## config.mk

```make
export PLATFORM = sky130hd
export DESIGN_NAME = iswd_cell
export DESIGN_NICKNAME = d
export VERILOG_FILES = /design/src/rtl/core/iswd_pkg.sv /design/src/rtl/core/iswd_cell.sv
export SDC_FILE = /design/constraint.sdc
export NUM_CORES = 1
export LEC_CHECK = 0
export BUFFER_PORTS_ARGS = -buffer_cell sky130_fd_sc_hd__buf_2
export CAP_MARGIN = 10
export CORE_ASPECT_RATIO = 1.4
export CORE_MARGIN = 2
export CORE_UTILIZATION = 47
export DETAILED_ROUTE_END_ITERATION = 6
export GPL_ROUTABILITY_DRIVEN = 0
export PLACE_DENSITY = 0.81
export SETUP_SLACK_MARGIN = 0.2
export SLEW_MARGIN = 10
export SYNTH_ARGS = -nofsm -noshare
export SYNTH_HDL_FRONTEND = slang
export SYNTH_SLANG_ARGS = --single-unit
```

## constraint.sdc

```tcl
create_clock -name i_clk -period 3.8 [get_ports i_clk]
set_input_delay 0.38 -clock i_clk [delete_from_list [all_inputs] [get_ports i_clk]]
set_output_delay 0.38 -clock i_clk [all_outputs]
set_load 0.005 [all_outputs]
```

## src/rtl/core/iswd_pkg.sv

```systemverilog
// Package for the integer sorter: payload structs, cell control struct,
// sequencer state type and sizing constants. No dependencies.
package iswd_pkg;

    localparam int DATA_W           = 32;
    localparam int MAX_ELEMENTS_DEF = 64;

    // APB register map (byte addresses, word aligned)
    localparam int PADDR_W          = 3;
    localparam int PDATA_W          = 32;
    localparam logic REG_IDX_SORT_DESC = 1'b0;   // paddr[2] of the direction register

    typedef struct packed {
        logic signed [DATA_W-1:0] element_value;
        logic                     is_final;
    } t_in_item;

    typedef struct packed {
        logic signed [DATA_W-1:0] sorted_value;
        logic                     end_of_run;
        logic                     dropped_flag;
    } t_out_item;

    // one operation per cycle for the whole row of cells
    typedef struct packed {
        logic insert;
        logic shift_up;
        logic shift_down;
    } t_cell_ctl;

    typedef enum logic {
        ST_LOAD,
        ST_EMIT
    } t_state;

endpackage

```

## src/rtl/core/iswd_cell.sv

```systemverilog
// One cell of the sorting row: holds one element and its valid bit.
// Depends on iswd_pkg.
module iswd_cell (
    input  logic                             i_clk,
    input  logic                             i_rst_n,
    input  iswd_pkg::t_cell_ctl              i_ctl,
    input  logic signed [iswd_pkg::DATA_W-1:0] i_new_value,
    input  logic                             i_left_ins,
    input  logic                             i_left_valid,
    input  logic signed [iswd_pkg::DATA_W-1:0] i_left_value,
    input  logic                             i_right_valid,
    input  logic signed [iswd_pkg::DATA_W-1:0] i_right_value,
    output logic                             o_ins,
    output logic                             o_valid,
    output logic signed [iswd_pkg::DATA_W-1:0] o_value
);
    import iswd_pkg::*;

    logic                     r_valid;
    logic                     n_valid;
    logic signed [DATA_W-1:0] r_value;
    logic signed [DATA_W-1:0] n_value;

    // row is kept ascending; new value belongs at or before this cell
    assign o_ins   = !r_valid || (i_new_value < r_value);
    assign o_valid = r_valid;
    assign o_value = r_value;

    always_comb begin
        n_valid = r_valid;
        n_value = r_value;
        if (i_ctl.insert) begin
            if (i_left_ins) begin
                n_valid = i_left_valid;
                n_value = i_left_value;
            end else if (o_ins) begin
                n_valid = 1'b1;
                n_value = i_new_value;
            end
        end else if (i_ctl.shift_up) begin
            n_valid = i_left_valid;
            n_value = i_left_value;
        end else if (i_ctl.shift_down) begin
            n_valid = i_right_valid;
            n_value = i_right_value;
        end
    end

    always_ff @(posedge i_clk) begin
        if (!i_rst_n) begin
            r_valid <= 1'b0;
        end else begin
            r_valid <= n_valid;
        end
        r_value <= n_value;
    end

endmodule

```

; ---- Word level (Yosys, flattened, before mapping)
; Index checks and enable logic that the tools add are counted.
; Widths: inputs -> output; s select.
[classes]
n_lt_le_gt_ge = 1
addsub = 0
eq_ne = 1
muxes = 10
n_bitwise = 0
n_reduce_logical = 4
multipliers = 0
div = 0
n_shift = 0
[ops]
columns = op, n
row1 = $mux 32, 5
row2 = $lt 32x32->1, 1
row3 = $mux 1, 5
row4 = $ne 3x1->1 const B, 1
row5 = $reduce_bool 3->1, 1
row6 = $reduce_and 2->1, 1
row7 = $logic_not 1->1, 1
row8 = $logic_or 1x1->1, 1
[totals]
elab_cells = 18
latch_bits = 0
ff_bits = 33
ram_bits = 0
n_memories = 0
mem_bits_ro = 0
output_inout_bits = 34
inputBits = 104

; ---- Depth between registers and ports, before layout
[logic_depth]
word_depth = 5
mapped_depth = 9

; ---- Least setup slack after synthesis
; No wires, ideal clock.
[synth_path]
path_kind = register -> register
startpoint = register r_value[7] (netlist: o_value[7])
endpoint = register r_value[0] (netlist: o_value[0]), enable pin
path_stages_with_launch = 10
synth_period_minus_slack_ps = 3564
setup_ps = 430
setup_slack_ps = 236
required_time_ps = 3370
t_arrival_ps = 3134
path_buffers = 0
path_cell_list = edfxtp_1 inv_1 ha_1 and2_1 o2111ai_1 o31a_1 o21ai_1 a31oi_1 xor2_1 a21boi_1
[synth_via]
elab_chain_cells = 4
[synth_rtl]
columns = element, line
row1 = start: declaration, iswd_cell.sv:21  ; logic signed [DATA_W-1:0] r_value;
row2 = start signal: assignment, iswd_cell.sv:55  ; r_value <= n_value;
row3 = $lt 32x32->1, iswd_cell.sv:25  ; assign o_ins = !r_valid || (i_new_value < r_value);
row4 = $logic_or 1x1->1, iswd_cell.sv:25
row5 = $ne 3x1->1 (no source line), -
row6 = $reduce_and 2->1 (no source line), -
; Every way passes these cells.
; A chain may end at the register's enable or synchronous reset.

; ---- Worst setup path after layout
[layout_path]
startpoint = register r_value[7] (netlist: o_value[7])
endpoint = register r_value[7] (netlist: o_value[7]), enable pin
; Same word-level chain as after synthesis.

==> results.sh <==
export IMPL_status="complete, no violations"
export IMPL_use_met2=0.431
export IMPL_synth_edf_count=32
export IMPL_synth_area_per_cell_sq_um=9.54
export IMPL_gr_total_overflow=0
export IMPL_dp_final_hpwl_microns=6020
export IMPL_core_sq_mm=0.00586
export IMPL_synth_cell_types=36
export IMPL_finalSetupViolCount=0
export IMPL_worstHoldPathCells=2
export IMPL_synth_largest_area_cell="edfxtp_1"
export IMPL_ys_seq_elements=33
export IMPL_yosysWarnings=0
export IMPL_ff2ff_path_depth=10
export IMPL_clkTransAtPathRegs_ns=0.06
export IMPL_slew_limit_headroom=0.631
export IMPL_reg2reg_to="o_value[7]$_DFFE_PP_"
export IMPL_antenna_found_initial=0
export IMPL_totalWireLength_microns=7450
export IMPL_synth_most_common_cell="a21oi_1"
export IMPL_grt_pass1_vias=2599
export IMPL_worst_hold_slack_ns=0.332
export IMPL_final_layout_size_suffix_gt1_frac=0.360
export IMPL_gr_usage_met3=0.0440
export IMPL_ir_worst_vdd_v=0.000205
export IMPL_postCtsSetupBuffers=0
export IMPL_rr_startpoint="o_value[7]$_DFFE_PP_"
export IMPL_die_x_microns=69.8
export IMPL_ys_flop_type="edfxtp_1"
export IMPL_r2r_slack_ns=0.93
export IMPL_period_minus_slack_ns=2.87
export IMPL_worstPathRequired_ns=3.78
export IMPL_synth_top_area_share=0.337
export IMPL_hold_path_class="in -> reg"
export IMPL_grt_use_met1=0.239
export IMPL_arrival_ns=2.85
export IMPL_yosysSeqAreaShare=0.344
export IMPL_cts_tree="built"
export IMPL_fp_dieH_microns=96.2
export IMPL_finalNetCount=565
export IMPL_whs_endpoint="o_valid$_SDFFE_PN0P_"
export IMPL_cts_hold_fix_buffers=0
export IMPL_cts_resized=0
export IMPL_vias=2716
export IMPL_grt_max_degree=45
export IMPL_drv_slew=0
export IMPL_cp_end_kind="flop"
export IMPL_grt_use_total=0.220
export IMPL_rsz0062_at_grt="false"
export IMPL_p_leak_nw=1.85
export IMPL_worst_pin_slew_ns=0.554
export IMPL_htreeDepth=2
export IMPL_synth_area_leaders="edfxtp_1, ha_1, mux2i_1, a211oi_1, a21oi_1"
export IMPL_first_pass_iters=4
export IMPL_ant_nets=0
export IMPL_p_per_area_mw_per_mm2=300
export IMPL_fmax_ghz=0.348
export IMPL_final_period_utilization=0.756
export IMPL_root_buffer="clkbuf_8"
export IMPL_insertion_delay_ns=0.28
export IMPL_start_util=0.486
export IMPL_top_usage_layer="met2"
export IMPL_synth_nets=434
export IMPL_drt_initial_drc_count=66
export IMPL_setup_tns_ns=0
export IMPL_wl_per_cell_microns=14.9
export IMPL_num_io_pins=138
export IMPL_route_detailed_drc=0
export IMPL_critPathKind="reg -> reg"
export IMPL_syn_cell_area_sq_mm=0.00285
export IMPL_synthArstFlopShare=0
export IMPL_syn2layout_area_growth_pct=29.0
export IMPL_fin_skew_ns=0.00393
export IMPL_clock_path_buffers=2
export IMPL_rows=33
export IMPL_maxCapViolations=0
export IMPL_min_delay_start="i_rst_n"
export IMPL_antenna_cells=0
export IMPL_critPathMaxFanout=13
export IMPL_netlist_instances=299
export IMPL_numCtsBuffers=5
export IMPL_die_area_sq_mm=0.00671
export IMPL_port_buffers=137
export IMPL_synth_commonest_cells="a21oi_1, nor2b_1"
export IMPL_vias_per_cell=5.42
export IMPL_hold_violations=0
export IMPL_grt_pass1_wl_microns=11800
export IMPL_crit_path_start_kind="flop"
export IMPL_clkSinkCount=33
## worst max-delay path, cell delays in order, from the launching register on
cell	delay (ns)
edfxtp_1	0.34
inv_1	0.05
ha_1	0.31
and2_1	0.18
o2111ai_1	0.12
o31a_1	0.33
o21ai_1	0.19
a31oi_1	0.12
xor2_1	0.20
a21boi_4	0.43
buf_4	0.29
## logic make-up (layout without fill, tap and decap cells)
kind of cell,after synthesis,in the layout,share of synthesized area
AND/OR/NAND/NOR,59,59,0.119
multiplexers,33,33,0.116
buffers and inverters,50,182,0.0689
XOR/XNOR,1,1,0.00307
flip-flops,33,33,0.344
AO/OA/AOI/OAI,92,92,0.213
adder cells (fa/ha/maj),31,31,0.136
## final cells by class
cell class | instances | area, sq um
clock buffers | 6 | 72.6
flip-flops and latches | 33 | 981
well taps | 70 | 87.6
repair buffers | 142 | 723
inverters | 32 | 120
multi-input cells | 216 | 1690
clock inverters | 2 | 10.0
fillers | 516 | 2180
## cells in the final DEF, fill, tap and decap left out, drive strengths merged, types with 2 or more instances in the layout
cell    synthesis  routed
a221oi          2       2
inv            32      32
nand3           2       2
edfxtp         32      32
mux2i          32      32
nand2          13      13
nor3            2       2
nor2b          33      33
clkinv          0       2
a31oi           2       2
a211oi         32      32
a21oi          42      42
nor2            2       2
clkbuf         10       6
buf             8     142
ha             31      31
o21ai           6       6
## layer usage
metal,vias up,share of wire
met5,-,0
met4,0,0.014
met3,8,0.057
met2,97,0.54
met1,1243,0.39
li1,1368,-
## report_power, final
group / switching [mW] / internal, mW
logic: 0.197 / 0.178
clock network: 0.121 / 0.127
registers: 0.0261 / 0.455
total: 0.344 / 0.759
## how the worst max path moves through the flow
stage                         startpoint                     to  cells after the start
CTS                 o_value[7]$_DFFE_PP_   o_value[5]$_DFFE_PP_                     10
global route        o_value[7]$_DFFE_PP_   o_value[5]$_DFFE_PP_                     10
finish              o_value[7]$_DFFE_PP_   o_value[7]$_DFFE_PP_                     10
floorplan           o_value[7]$_DFFE_PP_   o_value[0]$_DFFE_PP_                      9
detailed placement        i_new_value[7]  o_value[28]$_DFFE_PP_                     10
global placement          i_new_value[7]   o_value[1]$_DFFE_PP_                     10
## stage by stage
stage | total power, mW | setup slack (ns) | cells | utilization | cell area [sq um]
floorplan | 0.697 | 0.236 | 299 | - | 2850
global placement | 0.848 | 0.924 | 493 | 0.614 | 3600
detailed placement | 0.864 | 0.772 | 493 | 0.614 | 3600
CTS | 1.11 | 0.894 | 501 | 0.628 | 3680
global route | 1.18 | 0.750 | 501 | 0.628 | 3680
finish | 1.10 | 0.927 | 501 | 0.628 | 3680
## sequential cells by signal, summed over array words and instances, names as in the netlist
signal,count
o_value,32
o_valid,1
(Power assumes the default switching activity.)
