## src/rtl/core/iswd_pkg.sv

```systemverilog
// Package for the integer sorter: payload structs, cell control struct,
// sequencer state type and sizing constants. No dependencies.
package iswd_pkg;

    localparam int DATA_W           = 32;
    localparam int MAX_ELEMENTS_DEF = 64;

    // APB register map (byte addresses, word aligned)
    localparam int PADDR_W          = 3;
    localparam int PDATA_W          = 32;
    localparam logic REG_IDX_SORT_DESC = 1'b0;   // paddr[2] of the direction register

    typedef struct packed {
        logic signed [DATA_W-1:0] element_value;
        logic                     is_final;
    } t_in_item;

    typedef struct packed {
        logic signed [DATA_W-1:0] sorted_value;
        logic                     end_of_run;
        logic                     dropped_flag;
    } t_out_item;

    // one operation per cycle for the whole row of cells
    typedef struct packed {
        logic insert;
        logic shift_up;
        logic shift_down;
    } t_cell_ctl;

    typedef enum logic {
        ST_LOAD,
        ST_EMIT
    } t_state;

endpackage

```

## src/rtl/core/iswd_ctrl.sv

```systemverilog
// Sequencer for the sorter: load/emit state, fill count, overflow flag
// and the count of results still to go. Depends on iswd_pkg.
module iswd_ctrl #(
    parameter int MAX_ELEMENTS = iswd_pkg::MAX_ELEMENTS_DEF
) (
    input  logic                i_clk,
    input  logic                i_rst_n,
    input  logic                i_start,
    input  logic                i_is_final,
    input  logic                i_desc,
    input  logic                i_top_valid,
    output iswd_pkg::t_cell_ctl o_ctl,
    output logic                o_emit,
    output logic                o_last,
    output logic                o_dropped,
    output logic                o_busy
);
    import iswd_pkg::*;

    localparam int CNT_W = $clog2(MAX_ELEMENTS + 1);
    localparam logic [CNT_W-1:0] CNT_MAX = CNT_W'(MAX_ELEMENTS);
    localparam logic [CNT_W-1:0] CNT_ONE = CNT_W'(1);

    t_state           r_state;
    t_state           n_state;
    logic [CNT_W-1:0] r_fill;
    logic [CNT_W-1:0] n_fill;
    logic [CNT_W-1:0] r_remain;
    logic [CNT_W-1:0] n_remain;
    logic             r_ovf;
    logic             n_ovf;

    logic accept;
    logic full;

    assign full = (r_fill == CNT_MAX);

    // next state
    always_comb begin
        n_state = r_state;
        unique case (r_state)
            ST_LOAD: if (i_start && i_is_final) n_state = ST_EMIT;
            ST_EMIT: if (o_last)                n_state = ST_LOAD;
            default: n_state = ST_LOAD;
        endcase
    end

    // outputs
    always_comb begin
        o_busy = 1'b0;
        accept = 1'b0;
        o_ctl  = '0;
        o_emit = 1'b0;
        unique case (r_state)
            ST_LOAD: begin
                accept       = i_start;
                o_ctl.insert = i_start && !full;
            end
            ST_EMIT: begin
                o_busy = 1'b1;
                // descending drains the top end once the set has moved up to it
                if (i_desc) begin
                    o_ctl.shift_up = 1'b1;
                    o_emit         = i_top_valid;
                end else begin
                    o_ctl.shift_down = 1'b1;
                    o_emit           = 1'b1;
                end
            end
            default: ;
        endcase
    end

    assign o_last    = o_emit && (r_remain == CNT_ONE);
    assign o_dropped = r_ovf;

    always_comb begin
        n_fill   = r_fill;
        n_remain = r_remain;
        n_ovf    = r_ovf;
        if (accept) begin
            if (full) begin
                n_ovf = 1'b1;
            end else begin
                n_fill = r_fill + CNT_ONE;
            end
            if (i_is_final) begin
                n_remain = full ? CNT_MAX : r_fill + CNT_ONE;
            end
        end
        if (o_emit) begin
            n_remain = r_remain - CNT_ONE;
        end
        if (o_last) begin
            n_fill = '0;
            n_ovf  = 1'b0;
        end
    end

    always_ff @(posedge i_clk) begin
        if (!i_rst_n) begin
            r_state  <= ST_LOAD;
            r_fill   <= '0;
            r_remain <= '0;
            r_ovf    <= 1'b0;
        end else begin
            r_state  <= n_state;
            r_fill   <= n_fill;
            r_remain <= n_remain;
            r_ovf    <= n_ovf;
        end
    end

endmodule

```

## config.mk

```make
export PLATFORM = sky130hd
export DESIGN_NAME = iswd_ctrl
export DESIGN_NICKNAME = d
export VERILOG_FILES = /design/src/rtl/core/iswd_pkg.sv /design/src/rtl/core/iswd_ctrl.sv
export SDC_FILE = /design/constraint.sdc
export NUM_CORES = 1
export LEC_CHECK = 0
export BUFFER_PORTS_ARGS = -buffer_cell sky130_fd_sc_hd__buf_2
export CAP_MARGIN = 20
export CORE_UTILIZATION = 50
export DETAILED_ROUTE_END_ITERATION = 8
export HOLD_SLACK_MARGIN = 0.02
export PLACE_DENSITY = 0.74
export SLEW_MARGIN = 20
export SYNTH_ARGS = -nofsm -noshare
export SYNTH_HDL_FRONTEND = slang
export SYNTH_SLANG_ARGS = --single-unit
```

## constraint.sdc

```tcl
create_clock -name i_clk -period 1.4 [get_ports i_clk]
set_input_delay 0.14 -clock i_clk [delete_from_list [all_inputs] [get_ports i_clk]]
set_output_delay 0.14 -clock i_clk [all_outputs]
set_load 0.02 [all_outputs]
```

# Word-level counts from Yosys, hierarchy flattened
# Index checks and enable logic that the tools add are counted.
[totals]
word_cells = 36
out_inout_bits = 7
reg_bits = 16
[op_classes]
n_eq_ne = 2
mux = 15
reduce_logical = 10
bitwise_logic = 3
add_sub_neg = 2
[ops]
columns = ["cell", "n"]
rows = [
  ["$mux W7", 4],
  ["$mux W1", 9],
  ["$add A7 B1 Y7 const B", 1],
  ["$eq A7 B1 Y1 const B", 1],
  ["$eq A7 B7 Y1 const B", 1],
  ["$sub A7 B1 Y7 const B", 1],
  ["$reduce_and A2 Y1", 3],
  ["$reduce_bool A2 Y1", 2],
  ["$logic_and A1 B1 Y1", 3],
  ["$not A1 Y1", 3],
  ["$mux W2", 1],
  ["$pmux W1 S2", 1],
  ["$reduce_or A2 Y1", 1],
  ["$logic_not A1 Y1", 1],
]

# Depth between registers and ports, before layout
[logic_depth]
depth_word = 5
ltp_mapped = 8
ltp_nobuf = 7

# Worst setup path after synthesis
# No wires, ideal clock.
[synth_path]
kind = "reg2reg"
from = "register r_fill[0]"
to = "register r_fill[5]"
t_required_ns = 1.283
arrival_time_ns = 1.286
stages_incl_launch_ff = 9
slack_ns = -0.003
path_cell_list = "dfxtp_1 -> inv_1 -> ha_1 -> nand4bb_4 -> nor3_4 -> nor2b_2 -> buf_6 -> a22oi_1 -> nor2_1"
[synth_via]
elab_chain_len = 3
word_cells_on_any_way = 4
cone_classes = "add/sub (1); eq/ne (1); bitwise (1); reduce/logical (1)"
[synth_lines]
columns = ["item", "line", "rtl"]
rows = [
  ["start, declared", "iswd_ctrl.sv:26", "logic [CNT_W-1:0] r_fill;"],
  ["start signal, assigned", "iswd_ctrl.sv:108", "r_fill <= n_fill;"],
  ["parallel branches: the longest is 3 deep, another holds $add A7 B1 Y7", "-", ""],
]
# Parallel ways; which one is timed is not known.
# A chain may end at the register's enable or synchronous reset.

==> results by group <==
Status
  – Outcome: finished, violations left
  – Failing checks: setup timing

Yosys
  – Largest cells by area after synthesis: dfxtp_1, nor2_1, xnor2_1
  – Most common cell in the synthesized netlist: nor2_1
  – Post-synth EDFFs: 0
  – Post-synth top cells: nor2_1, dfxtp_1, inv_1, xnor2_1, a21oi_1
  – Yosys top cell by area: dfxtp_1
  – Post-synth top area share: 31.60%
  – Seq/Total Area, Yosys: 31.60%
  – Mapped Cells: 117
  – FF+latch count, synth: 16
  – FFs w/ async S/R, synth: 0%
  – Ys flop type: dfxtp_1
  – Ys Warns: 0
  – Synthesized Nets: 127
  – Mean Syn Cell Area: 8.662 µm²
  – Netlist cell types: 40
  – Synthesized area: 1013 µm²

Floorplan
  – Die area: 2211 µm²
  – Placeable Area: 1821 µm²
  – Die Ht: 47.02 µm
  – Die width: 47.02 µm
  – I/O Pins: 13
  – Starting Density: 55.67%
  – Site row count: 15

GRT
  – Vias in the first global route: 931
  – Gr usage total: 28.48%
  – Gr ovfl total: 0
  – Initial antenna violation count: 0
  – Largest net degree at the start of global routing: 10
  – First-pass GRT wire length: 4.278 mm

Route
  – Wire per inst: 17.04 µm
  – Vias per inst: 5.798
  – Post-route ant nets: 0
  – Detailed-route via count: 1003
  – DRC: 0
  – Routed WL: 2.948 mm
  – Pre-Repair DR Iteration Count: 4
  – DR iter-0 viols: 51

Worst setup path
  – WS Path Type: reg -> out
  – Crit-path cells: inv_2 > ha_4 > nand4bb_4 > nor3_4 > nor2b_4 > buf_6
  – Largest fanout on the critical path: 4
  – Startpoint Class: flop
  – Worst path slowest cell: dfxtp_2
  – Worst EP required: 1.26 ns
  – Worst Path Arrival: 1.42 ns
  – Worst setup EP type: output port
  – Crit path largest cell delay: 0.36 ns

Final layout
  – Area occupied by multi-input gates: 737.0 µm²
  – Nets: 160
  – Filler cells: 120
  – Util after Layout: 77.11%
  – Reg area: 331.6 µm²
  – Antenna diode count: 0
  – Layout cells sized above 1: 46.62%
  – Synth-to-Final Area Change: 38.52%

Power
  – Worst VDD drop: 0.6890 mV
  – Leakage: 0.5708 nW
  – Share of power burned in registers: 45.9%
  – Switching power: 373.6 µW
  – Clk network pwr share: 23.0%
  – P_int: 766.9 µW
  – Comb pwr share: 31.1%
  – Pwr dens: 812.4 nW/µm²
  – Switching Share: 32.76%

Timing
  – Slew Limit Fails: 0
  – Final Critical Period: 1.564 ns
  – Least-Margin Pin Slew: 0.2760 ns
  – Ratio of final minimum period to clock period: 111.7%
  – Final Skew: 0.002358 ns
  – RSZ-0062 raised after global routing: true
  – Max_slew headroom: 81.50%
  – Max Freq: 639.4 MHz
  – Final setup viols: 10
  – Final hold vios: 0
  – Setup ws final: -0.1639 ns

CTS
  – Max clock buf depth: 2
  – Worst-path clk slew: 0.10 ns
  – Worst-Skew Late Latency: 0.30 ns
  – H-tree levels: 1
  – Clock Tree Root: clkbuf_4
  – # hold bufs at CTS: 0
  – CTS tree: yes
  – CTS Buf Count: 3
  – TritonCTS Sinks: 16

Placed design
  – Port buffer count: 12
  – Gpl congestion: 0.8302
  – Dpl hpwl: 1.792 mm
  – Dpl ws: -0.08684 ns

Hold path
  – Worst Hold Class: in -> reg

Flow run
  – Max-cap violation count: 0
-- layout make-up --
cell class | count | area share, %
flip-flops and latches | 16 | 23.62
repair buffers | 34 | 17.74
clock buffers | 3 | 1.604
inverters | 8 | 2.317
well taps | 25 | 2.228
multi-input cells | 87 | 52.50
-- sequential cells by signal, indices dropped and copies added, names as in the netlist --
| name | cells |
|---|---|
| r_state | 1 |
| o_dropped | 1 |
| r_fill | 7 |
| r_remain | 7 |
-- placed cells by master, fill, tap and decap left out, drive strengths merged, types with 2 or more instances in the layout --
master | Yosys | layout
a21oi | 6 | 6
and3 | 3 | 3
buf | 5 | 34
clkbuf | 1 | 3
dfxtp | 16 | 16
ha | 4 | 4
inv | 8 | 8
mux2i | 2 | 2
nand2 | 5 | 5
nand3 | 3 | 3
nand3b | 3 | 3
nand4 | 4 | 4
nor2 | 17 | 17
nor2b | 6 | 6
nor3 | 3 | 3
nor3b | 2 | 2
o21a | 2 | 2
o21ai | 6 | 6
xnor2 | 7 | 7
xor2 | 3 | 3
-- worst max-delay path: cells and delay by family (launching register included) --
kind	cells	cell delay, ns
adders and majority gates	1	0.13
buffers and inverters	2	0.21
DFF	1	0.36
and+or+nand+nor	3	0.42
-- power by group through the flow --
stage	Clock (mW)	Sequential, mW	Combinational (mW)
5_1_grt	0.280	0.528	0.381
3_5_place_dp	0	0.527	0.270
4_1_cts	0.259	0.520	0.313
6_report	0.263	0.523	0.354
3_3_place_gp	0	0.524	0.261
2_1_floorplan	0	0.522	0.189
-- logic make-up after synthesis --
family	count (synthesis)	synth area share [%]
flip-flops	16	31.61
buffers and inverters	14	7.160
AO/OA/AOI/OAI	22	15.56
AND/OR/NAND/NOR	49	30.12
adder cells (fa/ha/maj)	4	4.938
multiplexers	2	1.975
XOR/XNOR	10	8.643
-- layer usage --
| layer | wire length, µm | track usage [%] | vias up |
|---|---|---|---|
| met2 | 1364 | 45.00 | 38 |
| met3 | 170 | 5.385 | 10 |
| met4 | 91 | 12.00 | 0 |
| met5 | 0 | 0 | - |
| li1 | - | - | 466 |
| met1 | 1322 | 38.00 | 489 |
-- metrics by stage --
step / instances / power [mW] / instance area (µm²) / hold slack [ns] / setup TNS [ns]
6_report: 173 / 1.140 / 1404 / 0.1505 / -0.9182
5_1_grt: 173 / 1.189 / 1404 / 0.1679 / -1.597
4_1_cts: 172 / 1.092 / 1319 / 0.1415 / -0.6303
3_5_place_dp: 160 / 0.7965 / 1181 / 0.4547 / -0.5745
3_3_place_gp: 160 / 0.7847 / 1181 / 0.4601 / -0.1891
2_1_floorplan: 117 / 0.7109 / 1042 / 0.3549 / 0
-- timing repair --
| action | in CTS | in global routing |
|---|---|---|
| buffers inserted | 9 | 1 |
| hold endpoints to repair | 0 | 0 |
| resized for setup | 14 | 17 |
| pin swaps | 2 | 9 |
| endpoints found under the setup margin | 17 | 17 |
-- final timing paths --
| check | from | end | slack (ns) | cells past startpoint |
|---|---|---|---|---|
| setup / recovery | r_fill[1] | o_ctl[2] | -0.16 | 6 |
| hold / removal | i_rst_n | r_remain[0] | 0.15 | 2 |
| setup reg to reg | r_fill[1] | r_remain[4] | -0.11 | 8 |
| hold reg to reg | o_dropped | o_dropped | 0.51 | 2 |
Power figures use the tool's default switching activity.
